`config.mk`:
```
export PLATFORM = sky130hd
export DESIGN_NAME = atrp_isqrt
export DESIGN_NICKNAME = d
export VERILOG_FILES = /design/src/rtl/core/atrp_pkg.sv /design/src/rtl/core/atrp_isqrt.sv
export SDC_FILE = /design/constraint.sdc
export NUM_CORES = 2
export LEC_CHECK = 0
export BUFFER_PORTS_ARGS = -buffer_cell sky130_fd_sc_hd__buf_4
export CORE_MARGIN = 2
export CORE_UTILIZATION = 62
export DETAILED_ROUTE_END_ITERATION = 6
export GPL_ROUTABILITY_DRIVEN = 0
export PLACE_DENSITY = 0.88
export SLEW_MARGIN = 40
export SYNTH_ARGS = -nofsm -noshare
export SYNTH_HDL_FRONTEND = slang
export SYNTH_SLANG_ARGS = --single-unit
```
`constraint.sdc`:
```
create_clock -name clk_i -period 3.7 [get_ports clk_i]
set_clock_uncertainty 0.05 [all_clocks]
set_input_delay 0.185 -clock clk_i [delete_from_list [all_inputs] [get_ports clk_i]]
set_output_delay 0.185 -clock clk_i [all_outputs]
set_load 0.02 [all_outputs]
```
`src/rtl/core/atrp_pkg.sv`:
```
// Shared constants, register indexes and the arctangent table of the tilt block.
package atrp_pkg;

  localparam int CORDIC_STAGES = 16;
  localparam int SQRT_STAGES   = 24;
  localparam int CORDIC_LAT    = CORDIC_STAGES + 1;
  localparam int ACC_DLY       = 2 + SQRT_STAGES + CORDIC_LAT;
  localparam int CX_W          = 28;
  localparam int ANG_W         = 32;

  localparam logic [1:0] REG_SCALE    = 2'd0;
  localparam logic [1:0] REG_X_OFFSET = 2'd1;
  localparam logic [1:0] REG_Y_OFFSET = 2'd2;
  localparam logic [1:0] REG_Z_OFFSET = 2'd3;

  localparam logic [15:0] SCALE_RESET = 16'd250;

  function automatic logic signed [ANG_W-1:0] atan_q30(input int idx);
    logic signed [ANG_W-1:0] a;
    case (idx)
      0:       a = 32'sd843314857;
      1:       a = 32'sd497837829;
      2:       a = 32'sd263043837;
      3:       a = 32'sd133525159;
      4:       a = 32'sd67021687;
      5:       a = 32'sd33543516;
      6:       a = 32'sd16775851;
      7:       a = 32'sd8388437;
      8:       a = 32'sd4194283;
      9:       a = 32'sd2097149;
      10:      a = 32'sd1048576;
      11:      a = 32'sd524288;
      12:      a = 32'sd262144;
      13:      a = 32'sd131072;
      14:      a = 32'sd65536;
      15:      a = 32'sd32768;
      16:      a = 32'sd16384;
      17:      a = 32'sd8192;
      18:      a = 32'sd4096;
      19:      a = 32'sd2048;
      20:      a = 32'sd1024;
      21:      a = 32'sd512;
      22:      a = 32'sd256;
      23:      a = 32'sd128;
      default: a = '0;
    endcase
    return a;
  endfunction

endpackage

```
`src/rtl/core/atrp_isqrt.sv`:
```
// Pipelined integer square root, one result bit per register stage.
module atrp_isqrt (
  input  logic        clk_i,
  input  logic [47:0] val_i,
  output logic [23:0] root_o
);

  logic [47:0] rem_q [atrp_pkg::SQRT_STAGES];
  logic [47:0] res_q [atrp_pkg::SQRT_STAGES];

  for (genvar s = 0; s < atrp_pkg::SQRT_STAGES; s++) begin : g_stage
    localparam logic [47:0] Bit = 48'd1 << (2 * (atrp_pkg::SQRT_STAGES - 1 - s));
    logic [47:0] rem_in;
    logic [47:0] res_in;
    logic [47:0] trial;
    if (s == 0) begin : g_first
      assign rem_in = val_i;
      assign res_in = '0;
    end else begin : g_next
      assign rem_in = rem_q[s-1];
      assign res_in = res_q[s-1];
    end
    assign trial = res_in + Bit;
    always_ff @(posedge clk_i) begin
      if (rem_in >= trial) begin
        rem_q[s] <= rem_in - trial;
        res_q[s] <= (res_in >> 1) + Bit;
      end else begin
        rem_q[s] <= rem_in;
        res_q[s] <= res_in >> 1;
      end
    end
  end

  assign root_o = res_q[atrp_pkg::SQRT_STAGES-1][23:0];

endmodule

```
==> results.md <==
### Synthesis
- **most common cell in the netlist** sky130_fd_sc_hd__dfxtp_1
- **leading post-synthesis cells by cell area** sky130_fd_sc_hd__dfxtp_1 53%, sky130_fd_sc_hd__ha_1 7.6%, sky130_fd_sc_hd__xnor2_1 4.5%
- **total standard cell area after synthesis** 0.0530 mm2
- **number of enable-type register cells in the synthesized netlist** 0
- **post-synth cell types** 93
- **Post-Syn Nets** 5635
- **Mapped Cells** 5264
- **prevailing post-synth register cell** sky130_fd_sc_hd__dfxtp_1
- **library cell with the largest summed area after synthesis** sky130_fd_sc_hd__dfxtp_1
- **Post-synth top cells** 1404 x sky130_fd_sc_hd__dfxtp_1, 396 x sky130_fd_sc_hd__inv_1, 326 x sky130_fd_sc_hd__nand2_1
- **share of Yosys cell area claimed by the top area cell type** 0.530
- **Yosys warning count** 0
- **part of the Yosys area used for sequential elements** 0.530
- **synthesis-stage register bit count** 1404
- **synthesized area per cell** 10.1 um2
- **FFs w/ async S/R, synth** 0

### Power and ir drop
- **total chip power** 50.3 mW
- **worst ir drop on vdd** 0.000694 V
- **leakage power figure** 27.5 nW
- **power density normalized to cell area** 832 mW/mm2

### Finish
- **Finished Layout Cells** 6729
- **final-stage net count** 5847
- **layout-stage area growth over the synthesis result** 14.0%
- **fin area** 0.0605 mm2
- **Layout Utilization** 0.711
- **share of final-layout standard cells stronger than drive strength 1** 0.0830

### STA
- **worst hold-check slack** -3.28 ps
- **minimum period implied by the final worst setup slack** 3680 ps
- **Final Hold Viols** 1
- **relative slew slack** 0.426
- **final cycle utilization of the critical path** 0.995
- **setup TNS** 0 ps
- **number of max-slew violations in the final report** 0
- **setup ws final** 18.8 ps
- **Max Fclk** 0.272 GHz
- **count of final setup violators** 0
- **setup repair after global routing missed its margin** false
- **worst slew pin tran** 853 ps

### GRT
- **pin count of the biggest net entering global routing** 47
- **number of antenna violations at the first check in global routing** 9
- **wire length of the first global-routing pass** 243000 um
- **overflow left after global routing** 0
- **number of global-route vias before repair** 43.6k
- **total routing usage reported by global routing** 0.355

### Floorplanning
- **Top-Level Pins** 73
- **height of the die** 297 um
- **Initial Util** 0.624
- **number of cell rows** 107
- **Die Outline Area** 0.0879 mm2
- **Chip Width** 297 um
- **placeable core area** 0.0850 mm2

### Setup path
- **crit path capture type** register
- **arrival time of data at the critical path endpoint** 4260 ps
- **end of the worst register-to-register path** rem_q[21][18]$_DFF_P_
- **depth of the worst register-to-register path** 10
- **CP required** 4280 ps
- **startpoint of the most critical register-to-register path** res_q[2][198]$_DFF_P_
- **class of the most critical setup path** reg2reg
- **Worst Setup Start Kind** register
- **CP Max Fanout** 46
- **Worst R2R Setup Slack** 20 ps

### Routing
- **Pre-Repair DR Iteration Count** 7
- **routed length per instance** 23.5 um
- **remaining design rule violation count** 8
- **number of vias per cell** 6.39
- **total via count after detailed routing** 43.0k
- **initial drt markers** 4885
- **aggregate routed wire length** 158000 um
- **Antenna Nets Post-Route** 0

### Placed design
- **IO Port Bufs** 72
- **placement-stage worst setup slack** 253 ps
- **half-perimeter wire length after placement** 90000 um
- **instance area after placement** 0.0550 mm2
- **number of cells after detailed placement** 6429

### Clocking
- **maximum root-to-sink buffer count** 3
- **CTS sink count** 1404
- **number of H-tree levels** 4
- **clock network latency to the later pin of the worst-skew pair** 800 ps
- **CTS tree** yes
- **clk root buf** sky130_fd_sc_hd__clkbuf_16
- **clock-pin transition on the worst setup and hold timing paths** 70 ps
- **total CTS buffers** 131

### Run
- **max-cap violations** 0

### Outcome
- **failing checks** design-rule violations, negative hold slack
- **status** complete, but fails checks

### Worst hold path
- **worst hold-check path type** in2reg
- **WHS Path Cells** 2
- **Hold Crit Endpoint** rem_q[0][41]$_DFF_P_
- **start point of the worst min-delay path** val_i[41]

==> where the power goes <==
group	switching (mW)	leakage [nW]	internal (mW)
sequential	3.23	11.8	18.7
clock	6.45	2.34	8.48
combinational	7.78	13.3	5.69
total	17.4	27.5	32.8
==> state kept, by name, summed over array words and instances (netlist names) <==
register and flops:
rem_q 1104, res_q 300
==> final cells by class <==
| class | count | area (um2) |
|---|---|---|
| Tap cell | 1144 | 1430 |
| Sequential cell | 1404 | 28100 |
| Multi-Input combinational cell | 3368 | 23100 |
| Antenna cell | 5 | 12.5 |
| Clock buffer | 173 | 3700 |
| Inverter | 397 | 1490 |
| Timing Repair Buffer | 174 | 1470 |
| Fill cell | 4965 | 24500 |
| Clock inverter | 64 | 1110 |
==> worst max-delay path by stage <==
stage / from / endpoint / slack, ps / cells after the start
after global routing: res_q[2][19]$_DFF_P_ / rem_q[17][36]$_DFF_P_ / 4 / 11
after CTS: res_q[2][245]$_DFF_P_ / rem_q[22][47]$_DFF_P_ / 60 / 10
after detailed placement: res_q[2][245]$_DFF_P_ / rem_q[22][47]$_DFF_P_ / 250 / 10
after global placement: res_q[2][198]$_DFF_P_ / rem_q[21][18]$_DFF_P_ / 450 / 10
final: res_q[2][198]$_DFF_P_ / rem_q[21][18]$_DFF_P_ / 20 / 10
after floorplan: res_q[1][357]$_DFF_P_ / rem_q[16][43]$_DFF_P_ / 810 / 11
==> worst max-delay path: stages (launching register included) <==
cell	delay [ps]
sky130_fd_sc_hd__dfxtp_1	450
sky130_fd_sc_hd__inv_1	90
sky130_fd_sc_hd__ha_1	350
sky130_fd_sc_hd__nor2b_1	190
sky130_fd_sc_hd__o311a_1	350
sky130_fd_sc_hd__o41ai_2	690
sky130_fd_sc_hd__a21oi_1	310
sky130_fd_sc_hd__nor3b_4	350
sky130_fd_sc_hd__buf_12	250
sky130_fd_sc_hd__inv_2	100
sky130_fd_sc_hd__mux2_1	320
==> what timing repair did <==
action / in CTS / in global routing
pin swaps: 0 / 2
hold buffers: 56 / 0
setup endpoints to repair: 1 / 15
hold endpoints to repair: 49 / 0
buffers inserted: 0 / 2
gates resized for setup: 1 / 6
==> kinds of logic after synthesis <==
logic type	synth area share
adder cells (fa/ha/maj)	0.0760
multiplexers	0.0123
buffers and inverters	0.0359
AO/OA/AOI/OAI	0.115
AND/OR/NAND/NOR	0.153
XOR/XNOR	0.0783
flip-flops	0.530
==> layer usage <==
metal  global-route usage  wire, um  vias up  share of wire
met3                0.108     14600     1105          0.093
met2                0.603     75100     2830           0.48
met4                0.276     14300       10          0.091
met1                0.368     53700    20222           0.34
li1                     -         -    18845              -
met5                    0        53        -        0.00034
==> placed cells by master, fill, tap and decap left out, types with 22 or more instances in the layout <==
cell                               n
sky130_fd_sc_hd__nand4_1          92
sky130_fd_sc_hd__clkbuf_16       131
sky130_fd_sc_hd__nor2_1          319
sky130_fd_sc_hd__nor2b_1          48
sky130_fd_sc_hd__nand4b_1         31
sky130_fd_sc_hd__and3_1           28
sky130_fd_sc_hd__nor4_1          170
sky130_fd_sc_hd__inv_1           396
sky130_fd_sc_hd__nand3_1          96
sky130_fd_sc_hd__xnor2_1         270
sky130_fd_sc_hd__a21oi_1         315
sky130_fd_sc_hd__clkbuf_8         26
sky130_fd_sc_hd__buf_4           116
sky130_fd_sc_hd__dlygate4sd3_1    56
sky130_fd_sc_hd__xor2_1          204
sky130_fd_sc_hd__and2_1           22
sky130_fd_sc_hd__nand2_1         326
sky130_fd_sc_hd__or4_1            30
sky130_fd_sc_hd__a211oi_1         29
sky130_fd_sc_hd__nand2b_1         59
sky130_fd_sc_hd__a31oi_1          25
sky130_fd_sc_hd__or3_1            48
sky130_fd_sc_hd__or2_2            23
sky130_fd_sc_hd__mux2_2           47
sky130_fd_sc_hd__a21o_1           93
sky130_fd_sc_hd__o21ai_0         238
sky130_fd_sc_hd__o31ai_1          26
sky130_fd_sc_hd__o21a_1           66
sky130_fd_sc_hd__dfxtp_1        1404
sky130_fd_sc_hd__nor3_1          145
sky130_fd_sc_hd__ha_1            321
Note: power is estimated with default switching activity, not from simulation.
