<file path="src/rtl/core/atrp_pkg.sv">
// Shared constants, register indexes and the arctangent table of the tilt block.
package atrp_pkg;

  localparam int CORDIC_STAGES = 16;
  localparam int SQRT_STAGES   = 24;
  localparam int CORDIC_LAT    = CORDIC_STAGES + 1;
  localparam int ACC_DLY       = 2 + SQRT_STAGES + CORDIC_LAT;
  localparam int CX_W          = 28;
  localparam int ANG_W         = 32;

  localparam logic [1:0] REG_SCALE    = 2'd0;
  localparam logic [1:0] REG_X_OFFSET = 2'd1;
  localparam logic [1:0] REG_Y_OFFSET = 2'd2;
  localparam logic [1:0] REG_Z_OFFSET = 2'd3;

  localparam logic [15:0] SCALE_RESET = 16'd250;

  function automatic logic signed [ANG_W-1:0] atan_q30(input int idx);
    logic signed [ANG_W-1:0] a;
    case (idx)
      0:       a = 32'sd843314857;
      1:       a = 32'sd497837829;
      2:       a = 32'sd263043837;
      3:       a = 32'sd133525159;
      4:       a = 32'sd67021687;
      5:       a = 32'sd33543516;
      6:       a = 32'sd16775851;
      7:       a = 32'sd8388437;
      8:       a = 32'sd4194283;
      9:       a = 32'sd2097149;
      10:      a = 32'sd1048576;
      11:      a = 32'sd524288;
      12:      a = 32'sd262144;
      13:      a = 32'sd131072;
      14:      a = 32'sd65536;
      15:      a = 32'sd32768;
      16:      a = 32'sd16384;
      17:      a = 32'sd8192;
      18:      a = 32'sd4096;
      19:      a = 32'sd2048;
      20:      a = 32'sd1024;
      21:      a = 32'sd512;
      22:      a = 32'sd256;
      23:      a = 32'sd128;
      default: a = '0;
    endcase
    return a;
  endfunction

endpackage

</file>
<file path="src/rtl/core/atrp_cordic.sv">
// Pipelined vectoring CORDIC that gives atan2(num, den) in Q3.13 radians.
module atrp_cordic (
  input  logic               clk_i,
  input  logic signed [23:0] num_i,
  input  logic [23:0]        den_i,
  output logic signed [15:0] angle_o
);

  localparam int N = atrp_pkg::CORDIC_STAGES;
  localparam int W = atrp_pkg::CX_W;
  localparam int A = atrp_pkg::ANG_W;

  logic signed [W-1:0] x_q   [N];
  logic signed [W-1:0] y_q   [N];
  logic signed [A-1:0] ang_q [N];
  logic                zero_q[N];

  for (genvar i = 0; i < N; i++) begin : g_stage
    logic signed [W-1:0] x_in;
    logic signed [W-1:0] y_in;
    logic signed [A-1:0] ang_in;
    logic                zero_in;
    logic signed [W-1:0] dx;
    logic signed [W-1:0] dy;
    if (i == 0) begin : g_first
      assign x_in    = W'(signed'({1'b0, den_i}));
      assign y_in    = W'(num_i);
      assign ang_in  = '0;
      assign zero_in = (num_i == '0);
    end else begin : g_next
      assign x_in    = x_q[i-1];
      assign y_in    = y_q[i-1];
      assign ang_in  = ang_q[i-1];
      assign zero_in = zero_q[i-1];
    end
    assign dx = y_in >>> i;
    assign dy = x_in >>> i;
    always_ff @(posedge clk_i) begin
      zero_q[i] <= zero_in;
      if (y_in < 0) begin
        x_q[i]   <= x_in - dx;
        y_q[i]   <= y_in + dy;
        ang_q[i] <= ang_in - atrp_pkg::atan_q30(i);
      end else begin
        x_q[i]   <= x_in + dx;
        y_q[i]   <= y_in - dy;
        ang_q[i] <= ang_in + atrp_pkg::atan_q30(i);
      end
    end
  end

  logic signed [A-1:0] rnd;
  logic signed [A-1:0] shifted;
  logic signed [15:0]  angle_q;

  assign rnd     = ang_q[N-1] + A'(65536);
  assign shifted = rnd >>> 17;

  always_ff @(posedge clk_i) begin
    angle_q <= zero_q[N-1] ? '0 : shifted[15:0];
  end

  assign angle_o = angle_q;

endmodule

</file>
<file path="config.mk">
export PLATFORM = sky130hd
export DESIGN_NAME = atrp_cordic
export DESIGN_NICKNAME = d
export VERILOG_FILES = /design/src/rtl/core/atrp_pkg.sv /design/src/rtl/core/atrp_cordic.sv
export SDC_FILE = /design/constraint.sdc
export NUM_CORES = 2
export LEC_CHECK = 0
export ABC_AREA = 1
export BUFFER_PORTS_ARGS = -buffer_cell sky130_fd_sc_hd__buf_2
export CAP_MARGIN = 20
export CELL_PAD_IN_SITES_DETAIL_PLACEMENT = 1
export CELL_PAD_IN_SITES_GLOBAL_PLACEMENT = 2
export CORE_MARGIN = 4
export CORE_UTILIZATION = 41
export DETAILED_ROUTE_END_ITERATION = 6
export PLACE_DENSITY_LB_ADDON = 0.15
export SLEW_MARGIN = 20
export SYNTH_ARGS = -nofsm -noshare
export SYNTH_HDL_FRONTEND = slang
export SYNTH_SLANG_ARGS = --single-unit
</file>
<file path="constraint.sdc">
create_clock -name clk_i -period 5.22 [get_ports clk_i]
set_clock_uncertainty 0.05 [all_clocks]
set_input_delay 0.261 -clock clk_i [delete_from_list [all_inputs] [get_ports clk_i]]
set_output_delay 0.261 -clock clk_i [all_outputs]
set_load 0.01 [all_outputs]
</file>
==> key figures <==
Outcome
  – Status: finished clean

Route
  – DR iter-0 viols: 4,960
  – Via count: 98,100
  – Pre-Repair DR Iteration Count: 5
  – Routed WL per cell: around 21 µm
  – Post-route ant nets: 0
  – Total routed wirelength: 372 mm
  – Avg Vias per Cell: around 5.5
  – DR DRC count: 0

Die
  – Core Region: 241,000 µm²
  – # IOs: 65
  – # rows: 180
  – Die Area: roughly 250,000 µm²
  – Horiz. Die Dim: 502 µm
  – Die height: 502 µm
  – Starting Density: 41.4%

STA
  – Max_slew headroom: 35.9%
  – Final Cycle Share: 74.6%
  – Fin Setup TNS: 0 ps
  – Final Hold Violating Endpoints: 0
  – RSZ-0062 raised after global routing: false
  – Fin crit period: 3890 ps
  – Fmax: approximately 0.26 GHz
  – Measured slew at the worst slew-check pin: about 960 ps
  – Final-report max-slew violation count: 0
  – Setup Viol. Count Final: 0

Worst setup path
  – CP peak stage delay: 680 ps
  – Crit Path Max Fanout: 37
  – Delay-heaviest family, CP: buffers and inverters
  – CP Data Arrival Time: 4530 ps
  – Crit path kind: flip-flop to flip-flop
  – CP bufs+invs: 3
  – Critical Path, Cell by Cell: buf_4 > clkinv_1 > nand2_1 > xor2_1 > inv_1 > ha_1 > nand2_1 > nor2_1 > nand2_1 > o211ai_1 > nand4_1 > nand4_1 > nand2_1
  – CP max stage cell: clkinv_1
  – Worst Path Required: 5860 ps
  – Cell mode on critical path: nand2_1
  – Startpoint Class: flip-flop
  – CP endpoint kind: flip-flop

Min path
  – Hold Crit Class: input pin to flip-flop

Layout
  – Reg area: roughly 23,000 µm²
  – Layout cells sized above 1: roughly 3.8%
  – Post-route cell area: 109,000 µm²
  – Number of fill cells in the layout: approximately 31,000
  – Multi-input gate area: 69,900 µm²
  – Final nets: between 15,000 and 20,000
  – Layout Cells excl Fill: 17,900
  – Area Overhead vs Synth: 9.19%

GRT
  – GRT Total Usage: about 29%
  – Vias in the first global route: 103,000
  – GRT Residual Overflow: 0
  – Initial antenna violation count: 7
  – First-pass GRT wire length: 584 mm
  – Largest net degree at the start of global routing: 59

Yosys
  – Yosys reg bits: 1,161
  – Sequential element share of the synthesized area: 23.3%
  – Mapped Nets: 15,800
  – Synth unique cells: between 70 and 80
  – FFs w/ async S/R, synth: 0%
  – Gate Count Post-Synth: 14,500
  – Ys Warns: 0
  – Area leader, netlist: dfxtp_1
  – Main flop type after synthesis: dfxtp_1
  – Top cells by area, synth: dfxtp_1 (23%), ha_1 (15%), nand2_1 (11%), xor2_1 (8.9%), a21oi_1 (7.1%)
  – Yosys top cell area share: 23.3%
  – Mapped cell area: 99,900 µm²
  – Avg Inst Size Synth: roughly 6.9 µm²
  – Post-synth EDFFs: 0

Clocking
  – Post_cts resized: 0
  – CTS tree: yes
  – # clock sinks: around 1,200
  – Post-CTS setup buffer count: 0
  – Clock buffer count from CTS: 144
  – Clock root buffer: clkbuf_16
  – Clock latency on the worst-skew pair: 800 ps
  – Clk pin slew, worst setup/hold paths: 60 ps
  – Max clock buf depth: 3
  – # H-tree levels: 4

Place
  – Post-DP Area: 104,000 µm²
  – Placed cell count: 17,700
  – HPWL Detailed: 316 mm
  – Port Buffers: 64
  – Placer Congestion: 0.960

Flow run
  – Max-Cap Viols: 0
[cells by family (layout without fill, tap and decap cells)]
| family | Yosys count | after routing | synth area share [%] |
|---|---|---|---|
| DFF | 1161 | 1161 | 23.3 |
| adders and majority gates | 1244 | 1244 | 15.9 |
| buffers and inverters | 1775 | 2030 | 6.77 |
| muxes | 4 | 4 | 0.0401 |
| and+or+nand+nor | 5950 | 5950 | 25.1 |
| other | 0 | 7 | 0 |
| xor gates and xnor gates | 1389 | 1389 | 12.2 |
| AOI/OAI and AO/OA | 2967 | 2967 | 16.8 |
[tightest hold or removal path, stage by stage]
cell and delay, ps:
buf_2 100, ha_1 330, o21ai_0 150, nand2_1 70
[final cells by class]
| cell class | instances | area share, % |
|---|---|---|
| antenna | 7 | 0.0161 |
| clock buffer | 187 | 3.71 |
| clock inverter | 77 | 0.931 |
| inverter | 1666 | 5.74 |
| multi-input combinational | 11600 | 64.1 |
| sequential | 1161 | 21.3 |
| tap | 3185 | 3.65 |
| timing repair buffer | 100 | 0.562 |
[synth_stat cells (9+ instances only)]
cell          n
nand2_1    2953
inv_1      1627
nor2_1     1481
a21oi_1    1408
ha_1       1202
dfxtp_1    1161
xor2_1     1019
nand3_1     751
o21ai_0     733
xnor2_1     369
nor3_1      351
a21o_1      168
nand4_1     159
a31oi_1     121
o21ai_1     117
o21bai_1     89
nor4_1       88
o211ai_1     69
clkbuf_1     61
a21boi_0     50
fa_1         42
o21a_1       38
o31ai_1      33
inv_2        30
nor2_2       24
o21ai_2      23
or2_2        23
a21boi_1     22
nor3_2       22
o211ai_2     22
buf_2        19
nand3b_1     18
buf_1        15
o21bai_2     15
or2_1        15
nand2_2      11
nand2b_1     10
o2111ai_1    10
a211oi_1      9
a21oi_2       9
clkinv_1      9
[per-layer routing]
layer | wire length, µm | global-route usage, % | part of all wire (%)
met3 | 11900 | 2.68 | 3.2
met2 | 178000 | 51.2 | 48
met1 | 170000 | 37.3 | 46
met4 | 11400 | 8.17 | 3.1
met5 | 0 | 0 | 0
[final timing paths]
| kind | startpoint | endpoint | slack, ps | cells past startpoint |
|---|---|---|---|---|
| setup reg to reg | y_q[11][27] | x_q[12][25] | 1330 | 13 |
| hold / removal | den_i[22] | x_q[0][22] | 110 | 4 |
| hold reg to reg | ang_q[4][50] | ang_q[5][18] | 280 | 0 |
| setup / recovery | y_q[11][27] | x_q[12][25] | 1330 | 13 |
[cells in the final DEF, fill, tap and decap left out, types with 16 or more instances in the layout]
| cell | count |
|---|---|
| buf_2 | 64 |
| o31ai_1 | 33 |
| ha_1 | 1202 |
| clkbuf_8 | 24 |
| nor3_2 | 22 |
| o21ai_0 | 733 |
| a21o_1 | 168 |
| nand2_1 | 2953 |
| a21oi_1 | 1408 |
| nor4_1 | 88 |
| o211ai_2 | 22 |
| a31oi_1 | 121 |
| nand3_1 | 751 |
| clkbuf_16 | 146 |
| nand3b_1 | 18 |
| o21ai_1 | 117 |
| xor2_1 | 1019 |
| nor2_2 | 24 |
| xnor2_1 | 369 |
| inv_1 | 1624 |
| dfxtp_1 | 1156 |
| buf_4 | 27 |
| nand4_1 | 159 |
| clkinv_2 | 16 |
| o21bai_1 | 89 |
| o211ai_1 | 69 |
| a21boi_0 | 50 |
| o21ai_2 | 23 |
| nor3_1 | 351 |
| clkbuf_1 | 17 |
| inv_2 | 36 |
| or2_2 | 23 |
| o21a_1 | 38 |
| fa_1 | 42 |
| inv_6 | 16 |
| nor2_1 | 1481 |
| a21boi_1 | 22 |
[repair_timing]
action,CTS,global route
hold buffers,9,0
hold endpoints to repair,15,0
setup endpoints to repair,0,0
[sequential cells by signal, summed over array words and instances, names as in the netlist]
| register | flops |
|---|---|
| angle_o | 15 |
| ang_q | 364 |
| y_q | 390 |
| zero_q | 16 |
| x_q | 376 |
[stage by stage]
| step | utilization [%] | setup WS, ps | hold slack, ps |
|---|---|---|---|
| after floorplan | - | 1700 | 239 |
| after global placement | 43.0 | 1530 | 260 |
| after detailed placement | 43.0 | 1460 | 263 |
| after CTS | 45.2 | 1410 | 46.0 |
| after global routing | 45.2 | 1060 | 128 |
| final | 45.2 | 1330 | 108 |
Power is not shown: default switching activity piles up to over one toggle a cycle in this logic, so the estimate is an artifact.
